### src/design/tbdlp_pkg.sv
package tbdlp_pkg;

  // Widths fixed by the field definitions
  localparam int TIME_WIDTH_DEF = 32;
  localparam int TIME_IN_W      = 32;
  localparam int DEB_W          = 20;
  localparam int LONG_W         = 24;
  localparam int OCT_W          = 4;
  localparam int DATA_W         = 32;
  localparam int ADDR_W         = 4;

  // Reset values of the configuration registers
  localparam logic [DEB_W-1:0]         DEB_RST     = 20'd30000;
  localparam logic [LONG_W-1:0]        LONG_RST    = 24'd800000;
  localparam logic signed [OCT_W-1:0]  OCT_MIN_RST = -4'sd3;
  localparam logic signed [OCT_W-1:0]  OCT_MAX_RST = 4'sd3;

  // Button slots
  localparam int NUM_BTN    = 3;
  localparam int BTN_CENTER = 0;
  localparam int BTN_LEFT   = 1;
  localparam int BTN_RIGHT  = 2;

  // Register index, taken from paddr[3:2]
  typedef enum logic [1:0] {
    REG_DEBOUNCE   = 2'd0,
    REG_LONG_PRESS = 2'd1,
    REG_OCT_MIN    = 2'd2,
    REG_OCT_MAX    = 2'd3
  } reg_idx_t;

endpackage

### src/design/three_button_debounce_long_press_top.sv
// Channel  Direction  Handshake         Payload
// in_      sink       in_valid/in_stall   center/left/right raw levels, time_us
// out_     source     out_valid/out_stall octave_offset, mode_toggle, pair_request,
//                                         center/left/right stable levels
// cfg      APB slave  psel/penable/pready 4 registers at byte addresses 0,4,8,12
//
// One sample per clock sustained while out_stall is low; a result shows on the
// out_ ports after passing the input register, then the result register. The
// per-sample path is one TIME_WIDTH subtract and compare per button, one more
// for the center hold, and two chained octave clamps, between those registers.
// Reset is synchronous, active low; the first sample after reset only seeds
// the raw levels, stable levels and change times.
// out_stall holds the result register; in_stall rises only when the input
// register holds a sample and the result register is full and stalled.
module three_button_debounce_long_press_top #(
  parameter int TIME_WIDTH = tbdlp_pkg::TIME_WIDTH_DEF
) (
  input  logic                                 clk,
  input  logic                                 rst_n,
  // sample input
  input  logic                                 in_valid,
  output logic                                 in_stall,
  input  logic                                 in_center_raw,
  input  logic                                 in_left_raw,
  input  logic                                 in_right_raw,
  input  logic [tbdlp_pkg::TIME_IN_W-1:0]      in_time_us,
  // result output
  output logic                                 out_valid,
  input  logic                                 out_stall,
  output logic signed [tbdlp_pkg::OCT_W-1:0]   out_octave_offset,
  output logic                                 out_mode_toggle,
  output logic                                 out_pair_request,
  output logic                                 out_center_stable,
  output logic                                 out_left_stable,
  output logic                                 out_right_stable,
  // configuration
  input  logic                                 psel,
  input  logic                                 penable,
  input  logic                                 pwrite,
  input  logic [tbdlp_pkg::ADDR_W-1:0]         paddr,
  input  logic [tbdlp_pkg::DATA_W-1:0]         pwdata,
  output logic [tbdlp_pkg::DATA_W-1:0]         prdata,
  output logic                                 pready
);

  localparam int NB = tbdlp_pkg::NUM_BTN;
  localparam int CI = tbdlp_pkg::BTN_CENTER;
  localparam int LI = tbdlp_pkg::BTN_LEFT;
  localparam int RI = tbdlp_pkg::BTN_RIGHT;

  // ---------------------------------------------------------------------------
  // Configuration registers
  // ---------------------------------------------------------------------------
  logic [tbdlp_pkg::DEB_W-1:0]         deb_r;
  logic [tbdlp_pkg::LONG_W-1:0]        long_r;
  logic signed [tbdlp_pkg::OCT_W-1:0]  oct_min_r;
  logic signed [tbdlp_pkg::OCT_W-1:0]  oct_max_r;
  tbdlp_pkg::reg_idx_t                 reg_idx;
  logic                                cfg_wr;

  assign pready  = 1'b1;
  assign reg_idx = tbdlp_pkg::reg_idx_t'(paddr[3:2]);
  assign cfg_wr  = psel & penable & pwrite;

  always_ff @(posedge clk) begin
    if (!rst_n) begin
      deb_r     <= tbdlp_pkg::DEB_RST;
      long_r    <= tbdlp_pkg::LONG_RST;
      oct_min_r <= tbdlp_pkg::OCT_MIN_RST;
      oct_max_r <= tbdlp_pkg::OCT_MAX_RST;
    end else if (cfg_wr) begin
      unique case (reg_idx)
        tbdlp_pkg::REG_DEBOUNCE:   deb_r     <= pwdata[tbdlp_pkg::DEB_W-1:0];
        tbdlp_pkg::REG_LONG_PRESS: long_r    <= pwdata[tbdlp_pkg::LONG_W-1:0];
        tbdlp_pkg::REG_OCT_MIN:    oct_min_r <= pwdata[tbdlp_pkg::OCT_W-1:0];
        tbdlp_pkg::REG_OCT_MAX:    oct_max_r <= pwdata[tbdlp_pkg::OCT_W-1:0];
        default: ;
      endcase
    end
  end

  always_comb begin
    unique case (reg_idx)
      tbdlp_pkg::REG_DEBOUNCE:   prdata = tbdlp_pkg::DATA_W'(deb_r);
      tbdlp_pkg::REG_LONG_PRESS: prdata = tbdlp_pkg::DATA_W'(long_r);
      tbdlp_pkg::REG_OCT_MIN:    prdata = tbdlp_pkg::DATA_W'({oct_min_r});
      tbdlp_pkg::REG_OCT_MAX:    prdata = tbdlp_pkg::DATA_W'({oct_max_r});
      default:                   prdata = '0;
    endcase
  end

  // ---------------------------------------------------------------------------
  // Handshake: input register -> result register
  // ---------------------------------------------------------------------------
  logic                  s1_valid_r;
  logic [NB-1:0]         s1_lv_r;
  logic [TIME_WIDTH-1:0] s1_now_r;
  logic                  out_valid_r;
  logic                  adv;       // input register moves into result register
  logic                  in_take;

  assign adv      = s1_valid_r & (~out_valid_r | ~out_stall);
  assign in_stall = s1_valid_r & ~adv;
  assign in_take  = in_valid & ~in_stall;

  always_ff @(posedge clk) begin
    if (!rst_n) begin
      s1_valid_r <= 1'b0;
    end else if (in_take) begin
      s1_valid_r <= 1'b1;
    end else if (adv) begin
      s1_valid_r <= 1'b0;
    end
  end

  // timestamp reduced to TIME_WIDTH bits on capture
  always_ff @(posedge clk) begin
    if (in_take) begin
      s1_lv_r[CI] <= in_center_raw;
      s1_lv_r[LI] <= in_left_raw;
      s1_lv_r[RI] <= in_right_raw;
      s1_now_r    <= TIME_WIDTH'(in_time_us);
    end
  end

  always_ff @(posedge clk) begin
    if (!rst_n) begin
      out_valid_r <= 1'b0;
    end else if (adv) begin
      out_valid_r <= 1'b1;
    end else if (!out_stall) begin
      out_valid_r <= 1'b0;
    end
  end

  assign out_valid = out_valid_r;

  // ---------------------------------------------------------------------------
  // Button state
  // ---------------------------------------------------------------------------
  logic                               seeded_r,  seeded_nxt;
  logic [NB-1:0]                      raw_r,     raw_nxt;
  logic [NB-1:0]                      stable_r,  stable_nxt;
  logic [TIME_WIDTH-1:0]              ct_r  [NB];
  logic [TIME_WIDTH-1:0]              ct_nxt[NB];
  logic                               held_r,    held_nxt;
  logic                               long_done_r, long_done_nxt;
  logic [TIME_WIDTH-1:0]              hold_r,    hold_nxt;
  logic signed [tbdlp_pkg::OCT_W-1:0] oct_r,     oct_nxt;
  logic                               toggle_nxt, pair_nxt;

  // Clamp a stepped value into [lo, hi]; below lo wins when bounds are inverted
  function automatic logic signed [tbdlp_pkg::OCT_W-1:0] clamp_oct(
    input logic signed [tbdlp_pkg::OCT_W:0]   v,
    input logic signed [tbdlp_pkg::OCT_W-1:0] lo,
    input logic signed [tbdlp_pkg::OCT_W-1:0] hi
  );
    logic signed [tbdlp_pkg::OCT_W-1:0] res;
    if (v < lo) begin
      res = lo;
    end else if (v > hi) begin
      res = hi;
    end else begin
      res = v[tbdlp_pkg::OCT_W-1:0];
    end
    return res;
  endfunction

  logic [NB-1:0]                      edge_hit;
  logic [TIME_WIDTH-1:0]              elapsed[NB];
  logic [TIME_WIDTH-1:0]              hold_elapsed;
  logic signed [tbdlp_pkg::OCT_W:0]   oct_ext;
  logic signed [tbdlp_pkg::OCT_W-1:0] oct_mid;
  logic signed [tbdlp_pkg::OCT_W:0]   mid_ext;
  logic                               pressed;

  always_comb begin
    seeded_nxt    = seeded_r;
    raw_nxt       = raw_r;
    stable_nxt    = stable_r;
    held_nxt      = held_r;
    long_done_nxt = long_done_r;
    hold_nxt      = hold_r;
    oct_nxt       = oct_r;
    toggle_nxt    = 1'b0;
    pair_nxt      = 1'b0;
    edge_hit      = '0;
    for (int i = 0; i < NB; i++) begin
      ct_nxt[i]  = ct_r[i];
      elapsed[i] = '0;
    end
    hold_elapsed = s1_now_r - hold_r;
    oct_ext      = '0;
    oct_mid      = oct_r;
    mid_ext      = '0;
    pressed      = 1'b0;

    if (!seeded_r) begin
      // seed tick: adopt levels, no actions
      seeded_nxt = 1'b1;
      raw_nxt    = s1_lv_r;
      stable_nxt = s1_lv_r;
      for (int i = 0; i < NB; i++) begin
        ct_nxt[i] = s1_now_r;
      end
    end else begin
      // debounce, buttons independent
      for (int i = 0; i < NB; i++) begin
        if (s1_lv_r[i] != raw_r[i]) begin
          raw_nxt[i] = s1_lv_r[i];
          ct_nxt[i]  = s1_now_r;
        end
        elapsed[i] = s1_now_r - ct_nxt[i];
        if (stable_r[i] != raw_nxt[i] && elapsed[i] >= TIME_WIDTH'(deb_r)) begin
          stable_nxt[i] = raw_nxt[i];
          edge_hit[i]   = 1'b1;
        end
      end

      // octave: left step first, then right
      oct_ext = {oct_r[tbdlp_pkg::OCT_W-1], oct_r};
      if (edge_hit[LI] && !stable_nxt[LI]) begin
        oct_mid = clamp_oct(oct_ext - 5'sd1, oct_min_r, oct_max_r);
      end
      mid_ext = {oct_mid[tbdlp_pkg::OCT_W-1], oct_mid};
      oct_nxt = oct_mid;
      if (edge_hit[RI] && !stable_nxt[RI]) begin
        oct_nxt = clamp_oct(mid_ext + 5'sd1, oct_min_r, oct_max_r);
      end

      // center: short release toggles, long hold pairs once
      pressed = ~stable_nxt[CI];
      if (pressed && !held_r) begin
        held_nxt      = 1'b1;
        hold_nxt      = s1_now_r;
        long_done_nxt = 1'b0;
      end else if (!pressed && held_r) begin
        held_nxt   = 1'b0;
        toggle_nxt = ~long_done_r;
      end else if (pressed && held_r && !long_done_r) begin
        if (hold_elapsed >= TIME_WIDTH'(long_r)) begin
          long_done_nxt = 1'b1;
          pair_nxt      = 1'b1;
        end
      end
    end
  end

  always_ff @(posedge clk) begin
    if (!rst_n) begin
      seeded_r    <= 1'b0;
      raw_r       <= '1;
      stable_r    <= '1;
      held_r      <= 1'b0;
      long_done_r <= 1'b0;
      oct_r       <= '0;
    end else if (adv) begin
      seeded_r    <= seeded_nxt;
      raw_r       <= raw_nxt;
      stable_r    <= stable_nxt;
      held_r      <= held_nxt;
      long_done_r <= long_done_nxt;
      oct_r       <= oct_nxt;
    end
  end

  // timestamps are always written before they are read
  always_ff @(posedge clk) begin
    if (adv) begin
      hold_r <= hold_nxt;
      for (int i = 0; i < NB; i++) begin
        ct_r[i] <= ct_nxt[i];
      end
    end
  end

  // result register
  always_ff @(posedge clk) begin
    if (adv) begin
      out_octave_offset <= oct_nxt;
      out_mode_toggle   <= toggle_nxt;
      out_pair_request  <= pair_nxt;
      out_center_stable <= stable_nxt[CI];
      out_left_stable   <= stable_nxt[LI];
      out_right_stable  <= stable_nxt[RI];
    end
  end

endmodule

### config.mk
export PLATFORM = sky130hd
export DESIGN_NAME = three_button_debounce_long_press_top
export DESIGN_NICKNAME = d
export VERILOG_FILES = /design/src/design/tbdlp_pkg.sv /design/src/design/three_button_debounce_long_press_top.sv
export SDC_FILE = /design/constraint.sdc
export NUM_CORES = 1
export LEC_CHECK = 0
export ABC_AREA = 1
export BUFFER_PORTS_ARGS = -buffer_cell sky130_fd_sc_hd__clkbuf_2
export CORE_UTILIZATION = 40
export CTS_BUF_LIST = sky130_fd_sc_hd__clkbuf_8
export CTS_CLUSTER_SIZE = 8
export DETAILED_ROUTE_END_ITERATION = 6
export GPL_ROUTABILITY_DRIVEN = 0
export SYNTH_ARGS = -nofsm -noshare
export SYNTH_HDL_FRONTEND = slang
export SYNTH_SLANG_ARGS = --single-unit
### constraint.sdc
create_clock -name clk -period 7.09 [get_ports clk]
set_input_delay 0.709 -clock clk [delete_from_list [all_inputs] [get_ports clk]]
set_output_delay 0.709 -clock clk [all_outputs]
set_load 0.03 [all_outputs]
# Word-level counts from Yosys, hierarchy flattened
# Memories as Yosys holds them, arrays and structs flattened.
# Cells that the tools add are included.
# word_totals
regBits	143
latchBits	0
ram_bits	96
mem_bits_ro	0
in_bits	78
out_inout_bits	44
wordCells	136
n_memories	1
# classes
n_addsub	6
n_mul	0
n_div	0
n_lt_le_gt_ge	8
eq_ne	11
n_shift	0
n_mux	47
bitwise_logic	15
n_reduce_logical	27
# memory_table
name	depth	width	rd	rd_clocked_by_memory_dff	wr	line	text
ct_r	3	32	3	0	3	three_button_debounce_long_press_top.sv:144	logic [TIME_WIDTH-1:0] ct_r [NB];
# op_table
op	n
$mux W32	6
$pmux W32 S4	1
$sub A32 B32 Y32	4
$ge A32 B20 Y1	3
$mux W96	1
$ge A32 B24 Y1	1
$mux W4	8
$mux W1	29
$gt A5 B4 Y1	2
$lt A5 B4 Y1	2
$logic_and A1 B1 Y1	9
$not A1 Y1	9
$reduce_and A2 Y1	4
$reduce_bool A2 Y1	4
$mux W3	2
$ne A1 B1 Y1	6
$reduce_and A3 Y1	2
$add A4 B2 Y5 const B	1
$and A1 B1 Y1	5
$reduce_and A5 Y1	1
$sub A4 B2 Y5 const B	1
$eq A2 B2 Y1 const B	2
$logic_not A1 Y1	4
$reduce_or A4 Y1	1
other kinds (6)	6

# Depth between registers and ports, before layout
# Gate-level depths: netlist of the first run.
# depth
word_depth	18
mapped_depth	49
mapped_depth_nobuf	47

# Least setup slack after synthesis of the first run
# OpenSTA, ideal clock, no wires.
# synth_path
path_kind	register -> register
start	register s1_lv_r[0]
end	register hold_r[0] (enable)
t_arrival_ns	6.309
required_ns	6.667
path_slack_ns	0.359
path_stages_with_launch	30
path_buffers	2
synth_period_minus_slack_ns	6.731
path_cell_list	edfxtp_1 -> ha_1 -> clkbuf_1 -> clkbuf_1 -> mux2i_1 -> ha_1 -> nand2_1 -> nor2_1 -> a211oi_1 -> o21ai_0 -> a21oi_1 -> inv_1 -> a21oi_1 -> inv_1 -> a21oi_1 -> o211ai_1 -> nand2_1 -> o221ai_1 -> xor2_1 -> ha_1 -> nand2_1 -> nor2_1 -> a211oi_1 -> nand3_1 -> nor3_1 -> nand4_1 -> nand2_1 -> ha_1 -> inv_1 -> nor2_1
# synth_between
elab_chain_cells	11
word_cells_on_any_way	14
cone_classes	1 x add/sub; 1 x order compare; 2 x eq/ne; 6 x mux; 1 x bitwise; 3 x reduce/logical
# synth_lines
element	line	text
from (decl)	three_button_debounce_long_press_top.sv:96	logic [NB-1:0] s1_lv_r;
from (signal, indexed assignment)	three_button_debounce_long_press_top.sv:119	s1_lv_r[CI] <= in_center_raw;
from (signal, indexed assignment)	three_button_debounce_long_press_top.sv:120	s1_lv_r[LI] <= in_left_raw;
from (signal, indexed assignment)	three_button_debounce_long_press_top.sv:121	s1_lv_r[RI] <= in_right_raw;
$ne A1 B1 Y1	three_button_debounce_long_press_top.sv:209	if (s1_lv_r[i] != raw_r[i]) begin
$mux W32	three_button_debounce_long_press_top.sv:209	
$mux W32	three_button_debounce_long_press_top.sv:198	if (!seeded_r) begin
$sub A32 B32 Y32	three_button_debounce_long_press_top.sv:213	elapsed[i] = s1_now_r - ct_nxt[i];
$ge A32 B20 Y1	three_button_debounce_long_press_top.sv:214	if (stable_r[i] != raw_nxt[i] && elapsed[i] >= TIME_WIDTH'(deb_r)) begin
$logic_and A1 B1 Y1	three_button_debounce_long_press_top.sv:214	
$mux W1 (*)	three_button_debounce_long_press_top.sv:214	
$mux W1 (*)	three_button_debounce_long_press_top.sv:198	
$not A1 Y1 (*)	three_button_debounce_long_press_top.sv:232	pressed = ~stable_nxt[CI];
$logic_and A1 B1 Y1 (*)	three_button_debounce_long_press_top.sv:233	if (pressed && !held_r) begin
$reduce_and A3 Y1 (no source line) (*)	--	
to (signal assigned)	three_button_debounce_long_press_top.sv:270	hold_r <= hold_nxt;
to (decl)	three_button_debounce_long_press_top.sv:148	logic [TIME_WIDTH-1:0] hold_r, hold_nxt;
# Mark *: on every way between the ends. The rest lies on a longest branch, timed or not. The select of a mux whose other input is x is not followed.
# A chain may end at the register's enable or synchronous reset.

# Worst setup path after layout of the first run
# layout_path
start	register s1_lv_r[1]
end	register out_octave_offset[1] in the netlist's numbering, data pin
# layout_between
elab_chain_cells	18
word_cells_on_any_way	24
cone_classes	2 x add/sub; 3 x order compare; 2 x eq/ne; 14 x mux; 3 x reduce/logical
# layout_lines
element	line	text
$ne A1 B1 Y1	three_button_debounce_long_press_top.sv:209	
$mux W32	three_button_debounce_long_press_top.sv:209	
$mux W32	three_button_debounce_long_press_top.sv:198	
$sub A32 B32 Y32	three_button_debounce_long_press_top.sv:213	
$ge A32 B20 Y1	three_button_debounce_long_press_top.sv:214	
$logic_and A1 B1 Y1	three_button_debounce_long_press_top.sv:214	
$mux W1	three_button_debounce_long_press_top.sv:214	
$mux W1	three_button_debounce_long_press_top.sv:198	
[... 3 more ...]	--	
$mux W4 (*)	three_button_debounce_long_press_top.sv:198	
$add A4 B2 Y5	three_button_debounce_long_press_top.sv:228	oct_nxt = clamp_oct(mid_ext + 5'sd1, oct_min_r, oct_max_r);
$gt A5 B4 Y1	three_button_debounce_long_press_top.sv:161	end else if (v > hi) begin
$mux W4	three_button_debounce_long_press_top.sv:161	
$mux W4	three_button_debounce_long_press_top.sv:159	if (v < lo) begin
$mux W4 (*)	three_button_debounce_long_press_top.sv:227	if (edge_hit[RI] && !stable_nxt[RI]) begin
$mux W4 (*)	three_button_debounce_long_press_top.sv:198	
via oct_nxt (one bit)	three_button_debounce_long_press_top.sv:149	logic signed [tbdlp_pkg::OCT_W-1:0] oct_r, oct_nxt;
to (signal assigned)	three_button_debounce_long_press_top.sv:280	out_octave_offset <= oct_nxt;
to (decl)	three_button_debounce_long_press_top.sv:30	output logic signed [tbdlp_pkg::OCT_W-1:0] out_octave_offset,
# The timed path passes the listed nets; every way through them passes the cells marked *. The select of a mux whose other input is x is not followed.

==> results of run 1 <==
==> synthesized netlist by cell type, types with 3 or more instances <==
library cell / instances / area, sq um
nor3_1: 29 / 145
a21oi_1: 236 / 1180
xor2_1: 61 / 534
dfxtp_1: 67 / 1340
buf_4: 9 / 67.6
o22ai_1: 18 / 113
o21bai_1: 12 / 90.1
o21ai_1: 10 / 50.1
a21o_1: 10 / 75.1
a21boi_0: 5 / 37.5
nand3_2: 7 / 70.1
o21ai_0: 229 / 1150
nor4_1: 8 / 50.1
nor2_2: 3 / 18.8
clkbuf_1: 41 / 154
nor2_1: 170 / 638
nand2_2: 12 / 75.1
nand2_1: 469 / 1760
o221ai_1: 9 / 78.8
or2_2: 5 / 31.3
nand3b_1: 4 / 30.0
ha_1: 236 / 2950
buf_1: 4 / 15.0
o21a_1: 12 / 90.1
inv_2: 4 / 15.0
nand4_1: 31 / 194
o211ai_1: 32 / 240
a31oi_1: 8 / 50.1
inv_1: 290 / 1090
a211oi_1: 8 / 60.1
nand3_1: 87 / 435
o2111ai_1: 4 / 35.0
fa_1: 3 / 60.1
mux2i_1: 83 / 831
edfxtp_1: 172 / 5160
xnor2_1: 35 / 307
==> what timing repair did <==
| item | in CTS | in global routing |
|---|---|---|
| endpoints found under the setup margin | 0 | 8 |
| gates resized for setup | 0 | 2 |
| buffers inserted | 0 | 6 |
==> critical path, delay by kind of cell, from the launching register on <==
kind            cells  cell delay (ns)
simple gates       20             2.09
fa+ha+maj           5             1.65
compound gates      8             1.27
flops               1             0.47
buf+inv             3             0.34
mux                 1             0.24
xor+xnor            1             0.14
==> flip-flops by register name, indices dropped and copies added (netlist names), 3 cells and up <==
register / cells
raw_r: 3
long_r: 24
oct_max_r: 4
hold_r: 32
oct_min_r: 4
out_octave_offset: 4
deb_r: 20
oct_r: 4
ct_r: 96
s1_lv_r: 3
stable_r: 3
s1_now_r: 32
==> logic make-up after synthesis <==
kind of cell / share of synthesized area
AO/OA/AOI/OAI: 0.172
XOR/XNOR: 0.0434
buffers and inverters: 0.0699
adder cells (fa/ha/maj): 0.155
flip-flops: 0.336
AND/OR/NAND/NOR: 0.180
multiplexers: 0.0429
other: 0.000387
==> worst max-delay path by stage <==
stage | slack [ns] | cells after the start | to
after CTS | 0.28 | 34 | out_octave_offset[1]
after floorplan | 0.36 | 29 | hold_r[0]
after global routing | 0.08 | 35 | out_octave_offset[1]
after global placement | 0.48 | 35 | out_octave_offset[1]
after detailed placement | 0.31 | 34 | out_octave_offset[1]
final | 0.58 | 38 | out_octave_offset[1]
==> report_power, final <==
part	internal [uW]	total, uW	switching (uW)
registers	1580	1640	56.9
logic	652	1740	1090
clock network	642	1270	632
==> placed cells by master (no fill, tap or decap), types with 18 or more instances in the layout <==
cell      synthesis  layout
nand3_1          87      87
nand2_1         469     469
dfxtp_1          67      67
edfxtp_1        172     172
nor3_1           29      29
mux2i_1          83      83
buf_4             9      22
o211ai_1         32      32
clkbuf_2          0     102
a21oi_1         236     236
ha_1            236     233
nor2_1          170     169
inv_1           290     310
nand4_1          31      31
xnor2_1          35      35
clkbuf_8          0      49
xor2_1           61      61
o22ai_1          18      18
o21ai_0         229     229
==> per-stage QoR <==
| stage | instance area (sq um) | utilization | hold WS, ns |
|---|---|---|---|
| 3_5_place_dp | 20600 | 0.431 | 0.460 |
| 4_1_cts | 21400 | 0.449 | 0.202 |
| 2_1_floorplan | 19400 | - | 0.439 |
| 3_3_place_gp | 20600 | 0.431 | 0.454 |
| 6_report | 21500 | 0.450 | 0.259 |
| 5_1_grt | 21500 | 0.450 | 0.223 |
==> area by class of cell <==
cell class | instances | area [sq um] | share of cell area
clock buffer | 49 | 674 | 0.0314
multi-input combinational | 1859 | 11600 | 0.539
timing repair buffer | 125 | 687 | 0.0320
clock inverter | 35 | 158 | 0.00734
sequential | 239 | 6510 | 0.303
tap | 615 | 769 | 0.0358
inverter | 295 | 1110 | 0.0516
==> metal layers <==
| layer | vias up | track usage |
|---|---|---|
| met3 | 125 | 0.0256 |
| met5 | - | 0 |
| met1 | 8219 | 0.293 |
| met4 | 0 | 0.0921 |
| met2 | 562 | 0.369 |
| li1 | 8729 | - |
==> results by group, run 1 <==
Placed design
  • Dpl hpwl: 43.9 mm
  • Place WS: between 0.3 and 0.4 ns
  • Port bufs: 102
  • Total instance count after detailed placement: 3127

Critical path
  • Slowest library cell on the worst path: edfxtp_1
  • Max stage delay on crit path: around 0.47 ns
  • RR Startpoint: s1_lv_r[1]
  • Critical path origin: s1_lv_r[1]
  • Worst Path Max Fanout: 12
  • Kind of critical path: reg2reg
  • Critical R2R Capture: out_octave_offset[1]
  • Worst EP arrival: roughly 6.9 ns
  • Crit path launch type: register
  • Most common cell on crit path: nand2_1
  • Reg2Reg Setup Slack: about 0.58 ns
  • Worst R2R Path Depth: 38
  • WP data required: 7.43 ns
  • Critical path endpoint category: register

Die
  • Die Ht: 222 um
  • Die width: 222 um
  • Total core area: 47700 sq um
  • Initial Util: 0.406
  • Die footprint: 49300 sq um
  • Row cnt: 80
  • Number of I/O pins: between 100 and 150

STA
  • Final Critical Period: 6.51 ns
  • Max Slew Vio Count: 0
  • Setup slack after layout: around 0.58 ns
  • Fmax: 154 MHz
  • Tcrit/Tclk final: 0.919
  • Final setup fails: 0
  • Max Clock Skew: 0.0303 ns
  • Worst-Margin Slew: about 0.99 ns
  • RSZ-0062 raised after global routing: no
  • Setup TNS: 0 ns
  • Slew headroom: 0.338
  • Final hold violations: 0

Clocking
  • CTS Buffer Depth: 3
  • Clk root buf: clkbuf_8
  • Clock buffer count from CTS: 46
  • Reg clk slew, reported paths: 0.05 ns
  • Clk_lat worst skew: roughly 0.63 ns
  • H-tree depth: 2
  • Post-CTS Hold Fix Bufs: 0
  • TritonCTS clock tree: built
  • Clk sinks: between 200 and 250

Routing
  • DRT Pass-1 Iters: 5
  • DRC violation count after routing: 0
  • Routed WL: ~55 mm
  • Routed met2 length: 25.0 mm
  • Vias per inst: approximately 5.5
  • Top sig layer: met4
  • Vias: around 18000
  • WL met3: 3.21 mm
  • Post-DRT Antenna Nets: 0
  • Initial drt markers: 1120
  • M1 WL: 24.9 mm
  • Wire length per cell: between 15 and 20 um

Job
  • Max Cap Viol: 0

Finish
  • Layout area overhead: 10.8%
  • Non-Filler Instances: ~3200
  • Fillcell total: ~4700
  • Diodes inserted: 0
  • Final nets: between 2000 and 3000
  • Layout cells sized above 1: 0.0865

Global route
  • All-Layer GR Usage: 0.222
  • Grt total ovfl: 0
  • Pin count of the biggest net entering global routing: a little over 70
  • Initial antenna violation count: 0
  • First-pass GRT wire length: 87.3 mm
  • Vias in the first global route: 17100

Outcome
  • Status: complete, no violations

Worst hold path
  • Hold Crit Class: in2reg
  • WHS Path Cells: 1
  • Worst hold path startpoint: in_time_us[4]
  • Hold path endpoint: s1_now_r[4]

Power and ir drop
  • Final Power: 4660 uW
  • Leak pwr: 0.00984 uW
  • Peak VDD IR: 0.102 mV
  • Pwr dens: 217 nW/um^2

Yosys
  • Cells after synthesis: 2441
  • Number of synthesized flops with an enable pin: 172
  • Post-synth cell types: 49
  • Post-synthesis sequential area ratio: 0.336
  • Syn_area_per_cell: roughly 8 sq um
  • Async SR Flop Fraction: 0
  • Synth Warn #: 0
  • Synthesized flop and latch total: approximately 240
  • Top FF cell, synth: edfxtp_1
  • Synth Cell Area: 19400 sq um
No activity file was read; power rests on OpenSTA's default activity.
==> run 2, diff against run 1 <==
Settings changed: ABC_AREA 1 to not set.
==> run 2 against run 1 <==
The run now ends with setup timing left. Clock skew increased by 0.011 ns. Critical endpoint unchanged. Maximum frequency decreased by 15%. Critical path type unchanged. First-iteration DRC count increased by 42%. Setup slack got worse by 1.1 ns.
==> results by group, run 2 <==
Outcome
  • Status: complete, but fails checks
  • Failing checks: setup timing

Critical path
  • Crit-path leading delay family: compound AO/OA/AOI/OAI gates
  • Crit path launch type: register
  • Max stage delay on crit path: 0.43 ns (-0.04 ns)
  • Most common cell on crit path: ha_4
  • Worst EP arrival: 8.00 ns (+1.15 ns)
  • Kind of critical path: reg2reg
  • Worst Path Max Fanout: 9 (-3)
  • Buf/Inv on CP: 4 (+1)
  • Reg2Reg Setup Slack: -0.57 ns (-1.14 ns)
  • Slowest library cell on the worst path: edfxtp_1
  • Critical path endpoint category: register
  • WP data required: 7.44 ns (about the same)

Yosys
  • Cells after synthesis: 2250 (-7.8%)
  • Synth Cell Area: 20200 sq um (+4.2%)
  • Syn_area_per_cell: 8.97 sq um (+13%)
  • Top-area cell type share of the netlist area: 0.256 (-0.0107)
  • Area leader, netlist: edfxtp_1
  • Top post-synthesis cells by count: a21oi_1, ha_1, nand2_1
  • Post-synth cell types: 101 (+110%)
  • Synth Warn #: 0 (unchanged)
  • Number of synthesized flops with an enable pin: 172 (unchanged)
  • Area contributors post-synth: edfxtp_1, ha_1, dfxtp_1
  • Post-synthesis sequential area ratio: 0.322 (-0.0134)
  • Async SR Flop Fraction: 0 (unchanged)
  • Top FF cell, synth: edfxtp_1
  • Most frequent cell after synthesis: a21oi_1
  • Synthesized flop and latch total: 239 (unchanged)

Finish
  • Layout area overhead: 19.5%
  • Most frequent cells in the layout: a21oi_1, ha_1, buf_4, edfxtp_1, nand2_1
  • Fillcell total: 4611 (-2.0%)
  • Multi-input gate area: 13200 sq um (+14%)
  • Design area: 24100 sq um (+12%)
  • Seq. cell area: 6510 sq um (about the same)
  • Layout cells sized above 1: 0.196 (+0.109)
  • Most flops, register: ct_r
  • Max reg flops: 96 (unchanged)
  • Finished Core Util: 0.489 (+0.0391)
  • Biggest regs: ct_r (96), hold_r (32), s1_now_r (32)
  • Final nets: 2835 (-1.7%)
  • Most common cell after layout, fill and taps aside: a21oi_1

Placed design
  • Dpl cell area: 22600 sq um (+9.9%)
  • Port bufs: 102 (unchanged)
  • Dpl hpwl: 46.9 mm (+6.8%)

Clocking
  • H-tree depth: 2 (unchanged)
  • Clk_lat worst skew: 0.65 ns (+0.02 ns)
  • TritonCTS clock tree: built
  • CTS Buffer Depth: 3 (unchanged)
  • Reg clk slew, reported paths: 0.06 ns (about the same)
  • Post-CTS Hold Fix Bufs: 0 (unchanged)
  • Clock buffer count from CTS: 45 (-2.2%)
  • Clk sinks: 239 (unchanged)
  • Clk root buf: clkbuf_8

Routing
  • Vias per inst: 5.70 (+3.9%)
  • DRC violation count after routing: 0 (unchanged)
  • Initial drt markers: 1588 (+42%)
  • DRT Pass-1 Iters: 6 (+1)
  • Post-DRT Antenna Nets: 0 (unchanged)
  • Wire length per cell: 19.1 um (+11%)
  • Vias: 18300 (+3.9%)
  • Routed WL: 61.3 mm (+11%)

Power and ir drop
  • Peak VDD IR: 0.117 mV (+15%)
  • Switching power: 1860 uW (+4.4%)
  • Leak pwr: 0.0104 uW (+6.0%)
  • Seq pwr share: 0.315 (-0.037)
  • Clock share of power: 0.276 (+0.002)
  • Int Power: 3300 uW (+15%)
  • Logic pwr share: 0.408 (+0.034)
  • Net Sw Frac: 0.361 (-0.0219)
  • Pwr dens: 214 nW/um^2 (-1.4%)

STA
  • Final Critical Period: 7.66 ns (+1.14 ns)
  • Tcrit/Tclk final: 1.08 (+0.161)
  • Fmax: 131 MHz (-15%)
  • Worst-Margin Slew: 1.25 ns (+0.255 ns)
  • Max Slew Vio Count: 0 (unchanged)
  • Setup slack after layout: -0.568 ns (-1.14 ns)
  • Setup TNS: -3.93 ns (-3.93 ns)
  • Max Clock Skew: 0.0414 ns (+0.0111 ns)
  • Final hold violations: 0 (unchanged)
  • Slew headroom: 0.168 (-0.170)
  • RSZ-0062 raised after global routing: yes
  • Final setup fails: 8 (+8)

Worst hold path
  • Hold Crit Class: in2reg

Die
  • Number of I/O pins: 122 (unchanged)
  • Initial Util: 0.409 (+0.00313)
  • Die Ht: 227 um (+2.0%)
  • Die footprint: 51400 sq um (+4.1%)
  • Row cnt: 81 (+1.3%)
  • Die width: 227 um (+2.0%)
  • Total core area: 49400 sq um (+3.4%)

Global route
  • Grt total ovfl: 0 (unchanged)
  • Initial antenna violation count: 0 (unchanged)
  • First-pass GRT wire length: 93.8 mm (+7.5%)
  • Pin count of the biggest net entering global routing: 79 (+9.7%)
  • All-Layer GR Usage: 0.234 (+0.0114)
  • Vias in the first global route: 17500 (+2.6%)

Job
  • Max Cap Viol: 0 (unchanged)
==> run 2: cell types whose count changed after synthesis, moves of 27 or more <==
cell,change
a21o_1,+56
nand3_1,-40
inv_1,-152
mux2i_1,+49
o21ai_0,-119
nand2_1,-295
nor2b_1,+35
nand2b_1,+27
==> run 2: final timing paths <==
kind	to	depth (start not counted)	startpoint
max	out_octave_offset[1]	35	s1_lv_r[1]
min	s1_now_r[28]	1	in_time_us[28]
max reg2reg	out_octave_offset[1]	35	s1_lv_r[1]
min reg2reg	long_r[22]	2	long_r[22]
==> run 2: per-layer routing <==
metal	global-route usage	vias up	wire length [um]
met3	0.0298	111	3900
li1	-	8897	-
met5	0	-	0
met1	0.317	8717	27900
met4	0.0791	0	1800
met2	0.382	596	27700
==> run 2: logic make-up (layout without fill, tap and decap cells) <==
logic type / after synthesis / in the layout / synth area share
other: 2 / 10 / 0.000372
adder cells (fa/ha/maj): 240 / 240 / 0.150
AND/OR/NAND/NOR: 622 / 622 / 0.150
XOR/XNOR: 91 / 91 / 0.0395
multiplexers: 146 / 146 / 0.0755
buffers and inverters: 234 / 529 / 0.0499
AO/OA/AOI/OAI: 676 / 676 / 0.213
flip-flops: 239 / 239 / 0.322
==> run 2: area by class of cell <==
type	count	area share
clock buffer	53	0.0302
sequential	239	0.270
tap	664	0.0344
clock inverter	28	0.00845
antenna	1	0.000104
timing repair buffer	309	0.0886
inverter	139	0.0217
multi-input combinational	1784	0.547
==> run 2: power by group through the flow <==
stage | Combinational (uW) | Clock [uW] | Sequential [uW]
5_1_grt | 2300 | 1510 | 1630
3_5_place_dp | 1960 | 0 | 1650
6_report | 2110 | 1420 | 1630
3_3_place_gp | 1920 | 0 | 1650
2_1_floorplan | 1360 | 0 | 1640
4_1_cts | 2010 | 1460 | 1630
==> run 2: metrics by stage <==
stage	power (uW)	cells	setup WS [ns]	hold slack (ns)
5_1_grt	5450	3216	-0.955	0.218
2_1_floorplan	3010	2257	-0.446	0.424
6_report	5160	3217	-0.568	0.229
3_3_place_gp	3570	3117	-0.559	0.456
3_5_place_dp	3610	3117	-0.736	0.469
4_1_cts	5100	3209	-0.518	0.199
==> run 2: timing repair <==
item | in CTS | in global routing
pin swaps | 26 | 34
setup buffers | 11 | 6
endpoints found under the setup margin | 44 | 44
gates resized for setup | 30 | 51
gates cloned | 0 | 1
==> run 2: worst register-to-register path, delay by kind of cell, from the launching register on <==
kind	cells	cell delay, ns
compound gates	13	2.61
xor+xnor	2	0.35
fa+ha+maj	5	1.36
buf+inv	4	0.54
flops	1	0.43
mux	2	0.64
simple gates	9	1.44
==> run 3, diff against run 2 <==
Settings changed: BUFFER_PORTS_ARGS -buffer_cell sky130_fd_sc_hd__clkbuf_2 to -buffer_cell sky130_fd_sc_hd__buf_2.
==> run 3 against run 2 <==
The flow still finishes with violations (setup timing). Combinational power is essentially flat. Non-clock buffer count rose by 1. Critical path depth shrank 1. Clock power rose by 8%. First-iteration DRC count shrank 8.0%. Sequential power about the same. Worst hold slack gained 0.0054 ns. Cell area is 0.32% higher. Clock-buffer cell count is 2 higher. Sequential cell count unchanged. Global-route usage increased by 0.29 points. Setup slack better by 0.021 ns. Critical endpoint is now out_octave_offset[3]. Highest routed layer unchanged.
==> results by group, run 3 (synthesis gave the netlist of run 2 again) <==
Outcome
  • Status: complete, but fails checks
  • Failing checks: setup timing

STA
  • Final Critical Period: 7.64 ns (-0.0208 ns)
  • Slew headroom: 0.149 (-0.0194)
  • Max Slew Vio Count: 0 (unchanged)
  • Final setup fails: 8 (unchanged)
  • Setup slack after layout: -0.548 ns (+0.0208 ns)
  • Worst-Margin Slew: 1.28 ns (+0.0290 ns)
  • Final hold violations: 0 (unchanged)
  • Tcrit/Tclk final: 1.08 (-0.00293)
  • RSZ-0062 raised after global routing: yes
  • Final hold slack: 0.235 ns (+0.00538 ns)
  • Fmax: 131 MHz (+0.27%)
  • Max Clock Skew: 0.0452 ns (+0.00374 ns)

Die
  • Initial Util: 0.409 (unchanged)
  • Die width: 227 um (unchanged)
  • Total core area: 49400 sq um (unchanged)
  • Number of I/O pins: 122 (unchanged)
  • Die Ht: 227 um (unchanged)
  • Row cnt: 81 (unchanged)
  • Die footprint: 51400 sq um (unchanged)

Routing
  • Vias per inst: 5.71 (+0.30%)
  • Vias: 18400 (+0.40%)
  • Initial drt markers: 1461 (-8.0%)
  • Routed WL: 61.4 mm (+0.10%)
  • Post-DRT Antenna Nets: 0 (unchanged)
  • Wire length per cell: 19.1 um (about the same)
  • DRC violation count after routing: 0 (unchanged)
  • DRT Pass-1 Iters: 7 (+1)

Critical path
  • Most common cell on crit path: ha_4
  • WP data required: 7.44 ns (about the same)
  • Reg2Reg Setup Slack: -0.55 ns (+0.02 ns)
  • Crit path launch type: register
  • Worst Path Max Fanout: 6 (-3)
  • Critical path endpoint category: register
  • Slowest library cell on the worst path: edfxtp_1
  • Kind of critical path: reg2reg
  • Max stage delay on crit path: 0.43 ns (about the same)
  • Worst EP arrival: 7.99 ns (about the same)

Clocking
  • Clock buffer count from CTS: 45 (unchanged)
  • Clk_lat worst skew: 0.65 ns (about the same)
  • H-tree depth: 2 (unchanged)
  • TritonCTS clock tree: built
  • CTS Buffer Depth: 3 (unchanged)
  • Clk root buf: clkbuf_8
  • Reg clk slew, reported paths: 0.06 ns (about the same)
  • Clk sinks: 239 (unchanged)

Placed design
  • Port bufs: 102 (unchanged)
  • Dpl hpwl: 46.9 mm (-0.15%)
  • Total instance count after detailed placement: 3115 (-0.064%)
  • Dpl cell area: 22600 sq um (about the same)
  • Place WS: -0.653 ns (+0.0833 ns)

Finish
  • Design area: 24200 sq um (+0.32%)
  • Final nets: 2836 (+0.035%)
  • Most frequent cells in the layout: a21oi_1, ha_1, buf_4, edfxtp_1, nor2_1
  • Max reg flops: 96 (unchanged)
  • Fillcell total: 4618 (+0.15%)
  • Biggest regs: ct_r (96), hold_r (32), s1_now_r (32)
  • Seq. cell area: 6510 sq um (unchanged)
  • Most common cell after layout, fill and taps aside: a21oi_1
  • Layout area overhead: 19.9%
  • Layout cells sized above 1: 0.196 (+0.000476)
  • Multi-input gate area: 13200 sq um (-0.21%)
  • Diodes inserted: 0 (-1)
  • Most flops, register: ct_r
  • Non-Filler Instances: 3220 (+0.093%)

Global route
  • Initial antenna violation count: 0 (unchanged)
  • Pin count of the biggest net entering global routing: 79 (unchanged)
  • First-pass GRT wire length: 94.9 mm (+1.2%)
  • All-Layer GR Usage: 0.237 (+0.00294)
  • Vias in the first global route: 17700 (+0.83%)
  • Grt total ovfl: 0 (unchanged)

Power and ir drop
  • Final Power: 5290 uW (+2.5%)
  • Leak pwr: 0.0105 uW (+0.35%)
  • Pwr dens: 218 nW/um^2 (+2.2%)
  • Peak VDD IR: 0.123 mV (+5.8%)

Worst hold path
  • Hold Crit Class: in2reg

Job
  • Max Cap Viol: 0 (unchanged)
-- run 3: critical path, delay by kind of cell, from the launching register on --
kind	cells	cell delay, ns
compound gates	18	3.28
xor+xnor	2	0.37
fa+ha+maj	5	1.38
buf+inv	1	0.14
flops	1	0.43
mux	2	0.59
simple gates	6	1.17
-- run 3: timing repair --
item,in CTS,in global routing
cloned,0,1
hold endpoints to repair,0,0
endpoints found under the setup margin,44,44
buffers inserted,15,7
hold buffers,0,0
pin swaps,33,29
resized for setup,37,46
-- run 3: metrics by stage --
step           TNS (ns)  utilization
3_5_place_dp     -21.21        0.458
4_1_cts           -2.31        0.485
6_report          -3.55        0.491
5_1_grt           -6.02        0.491
2_1_floorplan     -2.58            -
3_3_place_gp     -21.15        0.458
-- run 3: power by group --
part           switching [uW]  leakage, uW  total, uW  internal [uW]
combinational            1180      0.00774       2110            937
clock                     657     0.000572       1540            887
sequential               55.0      0.00215       1630           1570
total                    1890       0.0105       5290           3400
-- run 3: routing by layer --
metal  vias up  GRT usage  wire [um]
met4         0     0.0756       1890
met5         -          0          0
li1       8898          -          -
met2       598      0.382      27500
met1      8764      0.323      28100
met3       134     0.0345       3890
-- run 3: path summary, 6_finish.rpt --
check / cells after the start / endpoint / startpoint
setup / recovery: 34 / out_octave_offset[3] / s1_lv_r[1]
hold / removal: 1 / s1_now_r[22] / in_time_us[22]
setup reg to reg: 34 / out_octave_offset[3] / s1_lv_r[1]
hold reg to reg: 2 / deb_r[16] / deb_r[16]
-- run 3: cell type report --
type | instances | area share
Clock inverter | 29 | 0.0107
Timing Repair Buffer | 310 | 0.0892
Multi-Input combinational cell | 1784 | 0.544
Tap cell | 664 | 0.0343
Inverter | 139 | 0.0218
Sequential cell | 239 | 0.269
Clock buffer | 55 | 0.0313
